### src/dgsp_pkg.sv
// package: sizes, types and state codes for the shortest path core
package dgsp_pkg;
    localparam int VERTICES    = 16;
    localparam int VBITS       = 4;
    localparam int WEIGHT_BITS = 8;
    localparam int DIST_BITS   = 12;
    localparam logic [DIST_BITS-1:0] DIST_CAP = 12'hfff;
    localparam int MAT_DEPTH   = VERTICES * VERTICES;
    localparam int MAT_ABITS   = 2 * VBITS;

    typedef struct packed {
        logic                 mode;
        logic [3:0]           row_vertex;
        logic [3:0]           col_vertex;
        logic [7:0]           edge_weight;
        logic [3:0]           source_vertex;
    } t_in_word;

    typedef struct packed {
        logic [3:0]           vertex_index;
        logic [11:0]          path_length;
        logic                 reachable;
        logic                 last;
    } t_out_word;

    // token that travels down the cell chain during a min scan
    typedef struct packed {
        logic                 found;
        logic                 known;
        logic [DIST_BITS-1:0] plen;
        logic [VBITS-1:0]     idx;
    } t_scan;

    // control from the sequencer to every cell
    typedef struct packed {
        logic                 clear;
        logic                 seed;
        logic [VBITS-1:0]     src;
        logic                 settle;
        logic [VBITS-1:0]     pick;
        logic                 relax;
        logic [VBITS-1:0]     col;
        logic [DIST_BITS-1:0] cand;
    } t_cell_ctl;

    typedef enum logic [2:0] {
        ST_CLEAR,
        ST_IDLE,
        ST_SCAN,
        ST_PICK,
        ST_RELAX,
        ST_EMIT
    } t_state;
endpackage

### src/dgsp_if.sv
// valid/ready channel interfaces for input and result words
interface dgsp_in_if;
    logic                 valid;
    logic                 ready;
    dgsp_pkg::t_in_word   data;
    modport source (output valid, output data, input ready);
    modport sink   (input valid, input data, output ready);
endinterface

interface dgsp_out_if;
    logic                 valid;
    logic                 ready;
    dgsp_pkg::t_out_word  data;
    modport source (output valid, output data, input ready);
    modport sink   (input valid, input data, output ready);
endinterface

### src/dgsp_cell.sv
// one vertex cell: distance, known and settled bits, and one scan stage
module dgsp_cell (
    input  logic                 i_clk,
    input  logic                 i_rst_n,
    input  logic [dgsp_pkg::VBITS-1:0] i_id,
    input  dgsp_pkg::t_cell_ctl  i_ctl,
    input  dgsp_pkg::t_scan      i_scan,
    output dgsp_pkg::t_scan      o_scan,
    output logic [dgsp_pkg::DIST_BITS-1:0] o_dist,
    output logic                 o_known
);
    logic [dgsp_pkg::DIST_BITS-1:0] r_dist;
    logic                           r_known;
    logic                           r_settled;
    dgsp_pkg::t_scan                r_scan;
    dgsp_pkg::t_scan                n_scan;

    always_ff @(posedge i_clk) begin
        if (!i_rst_n) begin
            r_known   <= 1'b0;
            r_settled <= 1'b0;
        end else if (i_ctl.clear) begin
            r_known   <= 1'b0;
            r_settled <= 1'b0;
        end else if (i_ctl.seed && i_ctl.src == i_id) begin
            r_known <= 1'b1;
        end else if (i_ctl.settle && i_ctl.pick == i_id) begin
            r_settled <= 1'b1;
        end else if (i_ctl.relax && i_ctl.col == i_id && !r_settled &&
                     (!r_known || i_ctl.cand < r_dist)) begin
            r_known <= 1'b1;
        end
    end

    always_ff @(posedge i_clk) begin
        if (i_ctl.seed && i_ctl.src == i_id) begin
            r_dist <= '0;
        end else if (i_ctl.relax && i_ctl.col == i_id && !r_settled &&
                     (!r_known || i_ctl.cand < r_dist)) begin
            r_dist <= i_ctl.cand;
        end
    end

    // ties go to the higher index, later in the chain
    always_comb begin
        n_scan = i_scan;
        if (!r_settled) begin
            if (r_known) begin
                if (!i_scan.known || r_dist <= i_scan.plen) begin
                    n_scan.found = 1'b1;
                    n_scan.known = 1'b1;
                    n_scan.plen  = r_dist;
                    n_scan.idx   = i_id;
                end
            end else if (!i_scan.known) begin
                n_scan.found = 1'b1;
                n_scan.idx   = i_id;
            end
        end
    end

    always_ff @(posedge i_clk) begin
        if (!i_rst_n) begin
            r_scan <= '0;
        end else begin
            r_scan <= n_scan;
        end
    end

    assign o_scan    = r_scan;
    assign o_dist    = r_dist;
    assign o_known   = r_known;
endmodule

### src/dgsp_seq.sv
// sequencer: weight matrix, clearing pass, rounds, relax sweep and result output
module dgsp_seq (
    input  logic                 i_clk,
    input  logic                 i_rst_n,
    dgsp_in_if.sink              in_ch,
    dgsp_out_if.source           out_ch,
    output dgsp_pkg::t_cell_ctl  o_ctl,
    output dgsp_pkg::t_scan      o_scan_head,
    input  dgsp_pkg::t_scan      i_scan_tail,
    input  logic [dgsp_pkg::VERTICES*dgsp_pkg::DIST_BITS-1:0] i_dists,
    input  logic [dgsp_pkg::VERTICES-1:0] i_known
);
    localparam int CBITS = dgsp_pkg::MAT_ABITS + 1;

    logic [dgsp_pkg::WEIGHT_BITS-1:0] r_mem [dgsp_pkg::MAT_DEPTH];
    logic [dgsp_pkg::WEIGHT_BITS-1:0] r_rd;

    dgsp_pkg::t_state r_state, n_state;
    logic [CBITS-1:0]             r_cnt, n_cnt;
    logic [dgsp_pkg::VBITS-1:0]   r_round, n_round;
    logic [dgsp_pkg::VBITS-1:0]   r_pick, n_pick;
    logic [dgsp_pkg::DIST_BITS-1:0] r_pdist, n_pdist;
    logic [dgsp_pkg::VBITS-1:0]   r_src;
    logic                         r_ovalid, n_ovalid;
    dgsp_pkg::t_out_word          r_out, n_out;

    logic                         mem_we;
    logic [dgsp_pkg::MAT_ABITS-1:0] mem_wa, mem_ra;
    logic [dgsp_pkg::WEIGHT_BITS-1:0] mem_wd;
    logic                         acc;
    logic [dgsp_pkg::DIST_BITS:0] sum;
    logic [dgsp_pkg::VBITS-1:0]   rcol;
    logic [dgsp_pkg::VBITS-1:0]   ecol;

    assign acc = in_ch.valid && in_ch.ready;
    assign in_ch.ready = (r_state == dgsp_pkg::ST_IDLE) && !r_ovalid;

    always_ff @(posedge i_clk) begin
        if (mem_we) begin
            r_mem[mem_wa] <= mem_wd;
        end
        r_rd <= r_mem[mem_ra];
    end

    always_comb begin
        mem_we = 1'b0;
        mem_wa = {in_ch.data.row_vertex, in_ch.data.col_vertex};
        mem_wd = in_ch.data.edge_weight[dgsp_pkg::WEIGHT_BITS-1:0];
        if (r_state == dgsp_pkg::ST_CLEAR) begin
            mem_we = 1'b1;
            mem_wa = r_cnt[dgsp_pkg::MAT_ABITS-1:0];
            mem_wd = '0;
        end else if (acc && !in_ch.data.mode) begin
            mem_we = 1'b1;
        end
    end

    // relax reads row pick, one column per cycle; read data arrives in the following cycle
    assign mem_ra = {r_pick, r_cnt[dgsp_pkg::VBITS-1:0]};
    assign rcol   = r_cnt[dgsp_pkg::VBITS-1:0] - 1'b1;
    assign ecol   = r_cnt[dgsp_pkg::VBITS-1:0];
    assign sum    = {1'b0, r_pdist} + {{(dgsp_pkg::DIST_BITS+1-dgsp_pkg::WEIGHT_BITS){1'b0}}, r_rd};

    always_comb begin
        n_state  = r_state;
        n_cnt    = r_cnt;
        n_round  = r_round;
        n_pick   = r_pick;
        n_pdist  = r_pdist;
        case (r_state)
            dgsp_pkg::ST_CLEAR: begin
                n_cnt = r_cnt + 1'b1;
                if (r_cnt == CBITS'(dgsp_pkg::MAT_DEPTH - 1)) begin
                    n_state = dgsp_pkg::ST_IDLE;
                end
            end
            dgsp_pkg::ST_IDLE: begin
                if (acc && in_ch.data.mode) begin
                    n_state = dgsp_pkg::ST_SCAN;
                    n_cnt   = '0;
                    n_round = '0;
                end
            end
            dgsp_pkg::ST_SCAN: begin
                // token passes through the scan register of every cell to reach the tail register
                n_cnt = r_cnt + 1'b1;
                if (r_cnt == CBITS'(dgsp_pkg::VERTICES)) begin
                    n_state = dgsp_pkg::ST_PICK;
                end
            end
            dgsp_pkg::ST_PICK: begin
                n_pick   = i_scan_tail.idx;
                n_pdist  = i_scan_tail.plen;
                n_cnt    = '0;
                if (i_scan_tail.known) begin
                    n_state = dgsp_pkg::ST_RELAX;
                end else if (r_round == dgsp_pkg::VBITS'(dgsp_pkg::VERTICES - 2)) begin
                    n_state = dgsp_pkg::ST_EMIT;
                end else begin
                    n_round = r_round + 1'b1;
                    n_state = dgsp_pkg::ST_SCAN;
                end
            end
            dgsp_pkg::ST_RELAX: begin
                n_cnt = r_cnt + 1'b1;
                if (r_cnt == CBITS'(dgsp_pkg::VERTICES)) begin
                    n_cnt = '0;
                    if (r_round == dgsp_pkg::VBITS'(dgsp_pkg::VERTICES - 2)) begin
                        n_state = dgsp_pkg::ST_EMIT;
                    end else begin
                        n_round = r_round + 1'b1;
                        n_state = dgsp_pkg::ST_SCAN;
                    end
                end
            end
            dgsp_pkg::ST_EMIT: begin
                if (!r_ovalid || out_ch.ready) begin
                    n_cnt = r_cnt + 1'b1;
                    if (r_cnt == CBITS'(dgsp_pkg::VERTICES - 1)) begin
                        n_state = dgsp_pkg::ST_IDLE;
                    end
                end
            end
            default: n_state = dgsp_pkg::ST_IDLE;
        endcase
    end

    always_comb begin
        n_ovalid = r_ovalid && !out_ch.ready;
        n_out    = r_out;
        if (r_state == dgsp_pkg::ST_EMIT && (!r_ovalid || out_ch.ready)) begin
            n_ovalid           = 1'b1;
            n_out.vertex_index = ecol;
            n_out.reachable    = i_known[ecol];
            n_out.path_length  = i_known[ecol] ?
                i_dists[ecol*dgsp_pkg::DIST_BITS +: dgsp_pkg::DIST_BITS] : '0;
            n_out.last         = ecol == dgsp_pkg::VBITS'(dgsp_pkg::VERTICES - 1);
        end
    end

    always_comb begin
        o_ctl        = '0;
        o_ctl.clear  = acc && in_ch.data.mode;
        o_ctl.seed   = r_state == dgsp_pkg::ST_SCAN && r_cnt == '0 && r_round == '0;
        o_ctl.src    = r_src;
        o_ctl.settle = r_state == dgsp_pkg::ST_PICK;
        o_ctl.pick   = i_scan_tail.idx;
        o_ctl.relax  = r_state == dgsp_pkg::ST_RELAX && r_cnt != '0 && r_rd != '0;
        o_ctl.col    = rcol;
        o_ctl.cand   = sum[dgsp_pkg::DIST_BITS] ? dgsp_pkg::DIST_CAP
                                                : sum[dgsp_pkg::DIST_BITS-1:0];
    end

    // the chain head is a constant empty token
    assign o_scan_head = '0;

    always_ff @(posedge i_clk) begin
        if (!i_rst_n) begin
            r_state  <= dgsp_pkg::ST_CLEAR;
            r_cnt    <= '0;
            r_round  <= '0;
            r_ovalid <= 1'b0;
        end else begin
            r_state  <= n_state;
            r_cnt    <= n_cnt;
            r_round  <= n_round;
            r_ovalid <= n_ovalid;
        end
    end

    always_ff @(posedge i_clk) begin
        r_pick   <= n_pick;
        r_pdist  <= n_pdist;
        r_out    <= n_out;
        if (acc) begin
            r_src <= in_ch.data.source_vertex;
        end
    end

    assign out_ch.valid = r_ovalid;
    assign out_ch.data  = r_out;
endmodule

### src/dense_graph_shortest_paths_core.sv
// top level: sequencer plus a chain of vertex cells
//  channel  dir  payload
//  i_in     in   mode, row_vertex, col_vertex, edge_weight, source_vertex
//  o_out    out  vertex_index, path_length, reachable, last
// a run takes 15 rounds, each a scan through the cell chain and a
// pick, then a row sweep over the single matrix read port when the
// picked vertex is known, plus 16 result words. after reset a
// clearing pass zeroes the weight memory before any word is taken.
// a stalled output holds the emit sequence in place.
module dense_graph_shortest_paths_core (
    input  logic        i_clk,
    input  logic        i_rst_n,
    dgsp_in_if.sink     i_in,
    dgsp_out_if.source  o_out
);
    dgsp_pkg::t_cell_ctl ctl;
    dgsp_pkg::t_scan     scan [dgsp_pkg::VERTICES+1];
    logic [dgsp_pkg::VERTICES*dgsp_pkg::DIST_BITS-1:0] dists;
    logic [dgsp_pkg::VERTICES-1:0] known;

    dgsp_seq u_seq (
        .i_clk       (i_clk),
        .i_rst_n     (i_rst_n),
        .in_ch       (i_in),
        .out_ch      (o_out),
        .o_ctl       (ctl),
        .o_scan_head (scan[0]),
        .i_scan_tail (scan[dgsp_pkg::VERTICES]),
        .i_dists     (dists),
        .i_known     (known)
    );

    for (genvar g = 0; g < dgsp_pkg::VERTICES; g++) begin : g_cell
        dgsp_cell u_cell (
            .i_clk     (i_clk),
            .i_rst_n   (i_rst_n),
            .i_id      (dgsp_pkg::VBITS'(g)),
            .i_ctl     (ctl),
            .i_scan    (scan[g]),
            .o_scan    (scan[g+1]),
            .o_dist    (dists[g*dgsp_pkg::DIST_BITS +: dgsp_pkg::DIST_BITS]),
            .o_known   (known[g])
        );
    end
endmodule

### src/flat_wrapper.sv
// flat-port wrapper written by rule: the top's interface ports become plain ports
module dense_graph_shortest_paths_core_flat 
  (i_clk, i_rst_n, i_in_valid, i_in_data, i_in_ready, o_out_valid, o_out_data, o_out_ready);
  dgsp_in_if i_in_i ();
  dgsp_out_if o_out_i ();
  input  logic i_clk;
  input  logic i_rst_n;
  input wire logic [$bits(i_in_i.valid)-1:0] i_in_valid;
  input wire logic [$bits(i_in_i.data)-1:0] i_in_data;
  output wire logic [$bits(i_in_i.ready)-1:0] i_in_ready;
  output wire logic [$bits(o_out_i.valid)-1:0] o_out_valid;
  output wire logic [$bits(o_out_i.data)-1:0] o_out_data;
  input wire logic [$bits(o_out_i.ready)-1:0] o_out_ready;
  assign i_in_i.valid = i_in_valid;
  assign i_in_i.data = i_in_data;
  assign i_in_ready = i_in_i.ready;
  assign o_out_valid = o_out_i.valid;
  assign o_out_data = o_out_i.data;
  assign o_out_i.ready = o_out_ready;
  dense_graph_shortest_paths_core u_core (.i_clk(i_clk), .i_rst_n(i_rst_n), .i_in(i_in_i), .o_out(o_out_i));
endmodule
### config.mk
export PLATFORM = sky130hd
export DESIGN_NAME = dense_graph_shortest_paths_core_flat
export DESIGN_NICKNAME = d
export VERILOG_FILES = /design/src/dgsp_pkg.sv /design/src/dgsp_if.sv /design/src/dgsp_cell.sv /design/src/dgsp_seq.sv /design/src/dense_graph_shortest_paths_core.sv /design/src/flat_wrapper.sv
export SDC_FILE = /design/constraint.sdc
export NUM_CORES = 2
export LEC_CHECK = 0
export BUFFER_PORTS_ARGS = -buffer_cell sky130_fd_sc_hd__buf_2
export CORE_AREA = 2 2 418 420
export DETAILED_ROUTE_END_ITERATION = 10
export DIE_AREA = 0 0 420 422
export MAX_ROUTING_LAYER = met4
export PLACE_DENSITY = 0.81
export SKIP_CTS_REPAIR_TIMING = 1
export SYNTH_ARGS = -nofsm -noshare
export SYNTH_HDL_FRONTEND = slang
export SYNTH_SLANG_ARGS = --single-unit
### constraint.sdc
create_clock -name i_clk -period 29.2 [get_ports i_clk]
set_input_delay 5.84 -clock i_clk [delete_from_list [all_inputs] [get_ports i_clk]]
set_output_delay 5.84 -clock i_clk [all_outputs]
set_load 0.02 [all_outputs]
---- After elaboration in Yosys (flattened, before gate mapping) ----
Memory sizes are Yosys's and may differ from the RTL's. A register that Yosys moved wholly into a read port is not among the register bits.
Index checks and enable logic that the tools add are counted.
word-level totals
  flip-flop bits (word level) ............. 565
  memory bits (writable) .................. 2048
  bits of input ports ..................... 25
  output and inout port bits .............. 20
  logic and storage cells ................. 674
  memories ................................ 1
memories
  name                words  width  read ports  clocked after memory_dff  write ports  RTL line        text
  u_core.u_seq.r_mem  256    8      1           1                         1            dgsp_seq.sv:15  logic [dgsp_pkg::WEIGHT_BITS-1:0] r_mem [dgsp_pkg::MAT_DEPTH];
cells by class
  $add $sub $neg .......................... 4
  $mul .................................... 1
  order comparisons ....................... 32
  equal/unequal tests ..................... 78
  shifts and indexed selects .............. 1
  mux-type cells .......................... 181
  bitwise gates (word level) .............. 18
  reduce and logical (&&, ||, !) cells .... 237
operators with widths
  operator                                                count
  2-to-1 mux 18 bit                                       29
  2-to-1 mux 13 bit                                       16
  < comparator 12 bit                                     16
  indexed part select 192 x 9 -> 12 bit                   1
  less-or-equal comparator 12 bit                         15
  2-to-1 mux 4 bit                                        34
  == test 4 bit (second input constant)                   26
  logical AND 1 bit                                       90
  2-to-1 mux 1 bit                                        82
  AND reduction 2 bit                                     32
  zero test 1 bit                                         50
  == test 4 x 3 -> 1 bit (second input constant)          12
  case mux 9 bit (5 select lines)                         1
  inequality test 2 x 1 -> 1 bit (second input constant)  18
  2-to-1 mux 17 bit                                       2
  logical OR 1 bit                                        32
  nonzero test 2 bit                                      16
  2-to-1 mux 9 bit                                        3
  == test 4 x 2 -> 1 bit (second input constant)          6
  2-to-1 mux 3 bit                                        8
  inverter 1 bit                                          18
  case mux 3 bit (6 select lines)                         1
  zero test 4 bit                                         4
  2-to-1 mux 8 bit                                        2
  other kinds (28)                                        38

---- Longest topological paths before layout ----
  word-level depth ........................ 9
  mapped depth ............................ 19
  depth with buffers taken out ............ 15

---- Hierarchy ----
Synthesis repeated with hierarchy kept, for this count alone.
unflattened totals
  cells, all modules ...................... 8442
  area, all modules ....................... 120888.4 um^2
by module, submodules not included
  module                           instances  cells each  area each (um^2)  seq. area each (um^2)
  dgsp_seq                         1          4136        84526.1           63140.6
  dgsp_cell                        16         269         2272.2            640.6
  dense_graph_shortest_paths_core  1          2           7.5               0.0

---- Worst setup path after synthesis ----
No wires, ideal clock.
  path kind ............................... input -> register
  start ................................... in i_in_data[4]
  end ..................................... mem u_core.u_seq.r_mem[0][0] (netlist name), data pin
  library setup time ...................... 1.446 ns
  data arrival time ....................... 11.985 ns
  data required time ...................... 27.754 ns
  slack ................................... 15.769 ns
  cell stages on the path ................. 1
  buffers on the path ..................... 0
  path through ............................ nor2b_1
between the ends
  longest elaborated chain between the ends .. 1
RTL lines
  item                RTL line           text
  start: declaration  flat_wrapper.sv:9  input wire logic [$bits(i_in_i.data)-1:0] i_in_data;
  2-to-1 mux 8 bit    dgsp_seq.sv:49     if (r_state == dgsp_pkg::ST_CLEAR) begin
  end: declaration    dgsp_seq.sv:15
No other way between the ends.

---- Final worst setup path ----
  start ................................... reg u_core.u_seq.r_state[0]
  end ..................................... out i_in_ready
between the ends
  longest elaborated chain between the ends .. 2
RTL lines
  item                      RTL line            text
  start: declaration        dgsp_seq.sv:18      dgsp_pkg::t_state r_state, n_state;
  start signal: assignment  dgsp_seq.sv:159     r_state <= dgsp_pkg::ST_CLEAR;
  start signal: assignment  dgsp_seq.sv:164     r_state <= n_state;
  == test 3 x 1 -> 1 bit    dgsp_seq.sv:36      assign in_ch.ready = (r_state == dgsp_pkg::ST_IDLE) && !r_ovalid;
  logical AND 1 bit         dgsp_seq.sv:36
  end: declaration          flat_wrapper.sv:10  output wire logic [$bits(i_in_i.ready)-1:0] i_in_ready;
No other way between the ends.

==> flow_summary.json <==
{
  "status": "complete, no violations",
  "finalHoldViolCount": 0,
  "drc": 0,
  "yosys_warnings": 0,
  "nets": 7830,
  "grt-ovfl-total": 0,
  "finalSetupViolCount": 0,
  "synth_top_area_cell": "edfxtp_1",
  "tightest_slew_ps": 1370,
  "cts_tree": "done",
  "worst-setup-path-type": "flop to output port",
  "required_ps": 23360,
  "antenna_left": 0,
  "arrival_ps": 3000,
  "grt_pass1_wl_um": 489000,
  "synthTopCellsByArea": "edfxtp_1, mux4_2, dfxtp_1",
  "synth_common_cells": "edfxtp_1, nor2_1, nand2_1, mux4_2, dfxtp_1",
  "async_flop_share_pct": 0,
  "worstSetupEndpointType": "output port",
  "synth_most_common_cell": "edfxtp_1",
  "grt_usage_pct": 39.8,
  "synthFlopType": "edfxtp_1",
  "insertion_delay_ps": 970,
  "die_h_um": 422,
  "syn_to_final_growth_pct": 10.3,
  "rows": 153,
  "design_area_mm2": 0.123,
  "rsz0062_at_grt": "no",
  "h-tree-depth": 5,
  "grt_pass1_vias": 69201,
  "antenna_found_initial": 18,
  "die_w_um": 420,
  "synth-edff-count": 2086,
  "finalPower_mw": 7.99,
  "dp_hpwl_um": 204000,
  "place_congestion": 0.997,
  "clk_path_buf_depth": 4,
  "dr.pass1.iters": 9,
  "syn_inst": 7344,
  "drt_iter0_markers": 11688,
  "syn_area_per_cell_um2": 15.2,
  "start_util_pct": 64.7,
  "via_count": 71309,
  "r2r_start": "u_core.u_seq.r_pdist[0]",
  "fillers": 10301,
  "cap_violations": 0,
  "core_mm2": 0.173,
  "wire_per_inst_um": 34.2,
  "r2r_end": "u_core.g_cell[7].u_cell.o_dist[0]",
  "fmax_mhz": 113,
  "power.density_mw_per_mm2": 64.8,
  "pin_count": 45,
  "grt_max_degree": 246,
  "dpl-instance-area_mm2": 0.114,
  "drv_slew": 0,
  "crit_start": "u_core.u_seq.r_state[0]",
  "cts_sinks": 2592,
  "avgViaCountPerCell": 7.16,
  "clk_pin_slew_ps": 60,
  "finClkSkew_ps": 94.8,
  "port_buffers": 44,
  "crit_path_end": "i_in_ready",
  "setup_tns_ps": 0,
  "rrSetupSlack_ps": 22550,
  "slew_headroom_pct": 8.62,
  "hold_class": "flop to flop",
  "wl_um": 341000,
  "synth_top_area_share_pct": 56.0,
  "seq_area_frac_synth_pct": 65.1,
  "ys_seq_elements": 2592,
  "cts_buffers": 275,
  "ir_worst_vdd_v": 0.0000846,
  "cts_root_buffer": "clkbuf_16",
  "final_cells": 9964,
  "crit_fanout": 10,
  "drive_gt1_share_pct": 15.7,
  "syn_area_mm2": 0.112,
  "ys_types": 98,
  "syn_nets": 7744,
  "period_share_pct": 30.3,
  "dieArea_mm2": 0.177,
  "start_kind": "flop",
  "period_minus_slack_ps": 8840,
  "r2r_cells": 17,
  "dp.cells": 9478,
  "leakage_nw": 40.6
}
## how the worst min path moves through the flow
stage	startpoint	to	slack, ps	cells after the start
floorplan	u_core.g_cell[15].u_cell.o_scan[4]	u_core.u_seq.r_pdist[0]	390	0
global placement	u_core.g_cell[15].u_cell.o_scan[15]	u_core.u_seq.r_pdist[11]	390	0
detailed placement	u_core.g_cell[15].u_cell.o_scan[15]	u_core.u_seq.r_pdist[11]	390	0
CTS	u_core.g_cell[15].u_cell.o_scan[5]	u_core.u_seq.r_pdist[1]	400	0
global route	u_core.g_cell[15].u_cell.o_scan[5]	u_core.u_seq.r_pdist[1]	410	0
finish	u_core.g_cell[15].u_cell.o_scan[5]	u_core.u_seq.r_pdist[1]	400	0
## critical path, cell delays in order, from the launching register on
cell and delay (ps):
dfxtp_1 560, nor2b_1 470, nand2_1 290, nor2_1 530, buf_2 270
## cell type report
class	count	area, µm²	share of cell area [%]
antenna	20	50.0	0.0406
sequential	2592	72800	59.0
timing repair buffer	176	1380	1.12
clock inverter	146	1790	1.45
tap	2325	2910	2.36
multi-input combinational	3944	35500	28.8
clock buffer	320	7270	5.89
inverter	441	1660	1.34
## cells by family (layout without fill, tap and decap cells)
logic type,count (synthesis),in the layout,share of synthesized area (%)
compound gates,958,958,5.94
simple gates,1581,1581,6.23
flops,2592,2592,65.1
other cells,0,20,0
buf+inv,808,1083,3.34
mux,1017,1017,15.1
xor+xnor,13,13,0.115
fa+ha+maj,375,375,4.20
## cells in the final DEF, fill, tap and decap left out, types with 24 or more instances in the layout
master      Yosys  final
o221ai_1       41     41
a22oi_1       100    100
a21oi_1       190    190
o21a_1         75     75
nand3_1        49     49
clkinvlp_4      0     24
mux4_2        526    526
clkinv_2        0     36
a21o_1         88     88
a221oi_1       29     29
ha_1          374    374
nand4_1        84     84
nor2b_1        71     62
nor3_1         53     51
edfxtp_1     2086   2086
clkbuf_1      146     30
buf_2         118     43
inv_1         438    437
dfxtp_1       506    502
o21ai_0       141    137
buf_4          49    119
a31oi_1        33     33
bufinv_16       0     38
nand2_1       582    582
clkinv_1        2     32
mux2i_1       471    470
a211oi_1       51     51
nor2_1        609    605
clkbuf_16       0    281
## power breakdown
group	switching (mW)	internal [mW]
registers	0.0106	3.94
clock network	1.48	2.12
logic	0.272	0.168
total	1.76	6.23
## state kept, by name, summed over array words and instances, names as in the netlist, 8 cells and up
name / cells
u_core.u_seq.r_mem: 2048
u_core.g_cell.u_cell.o_scan: 257
u_core.g_cell.u_cell.o_dist: 192
u_core.u_seq.out_ch.data: 18
u_core.g_cell.u_cell.o_known: 16
u_core.g_cell.u_cell.r_settled: 16
u_core.u_seq.r_pdist: 12
u_core.u_seq.r_cnt: 9
u_core.u_seq.r_rd: 8
## layer usage
layer | part of all wire [%] | GRT usage (%) | wire, µm
met1 | 33 | 48.7 | 112000
met2 | 46 | 58.8 | 156000
met3 | 13 | 10.3 | 43800
met4 | 8.3 | 26.1 | 28400
met5 | 0 | - | 0
## per-stage QoR
step / hold slack [ps] / utilization [%] / worst slack [ps]
after CTS: 404 / 71.3 / 20440
after detailed placement: 390 / 66.1 / 19830
after global routing: 412 / 71.3 / 20350
final: 403 / 71.4 / 20360
after global placement: 388 / 66.1 / 19870
after floorplan: 386 / - / 15770
(Power assumes the default switching activity.)
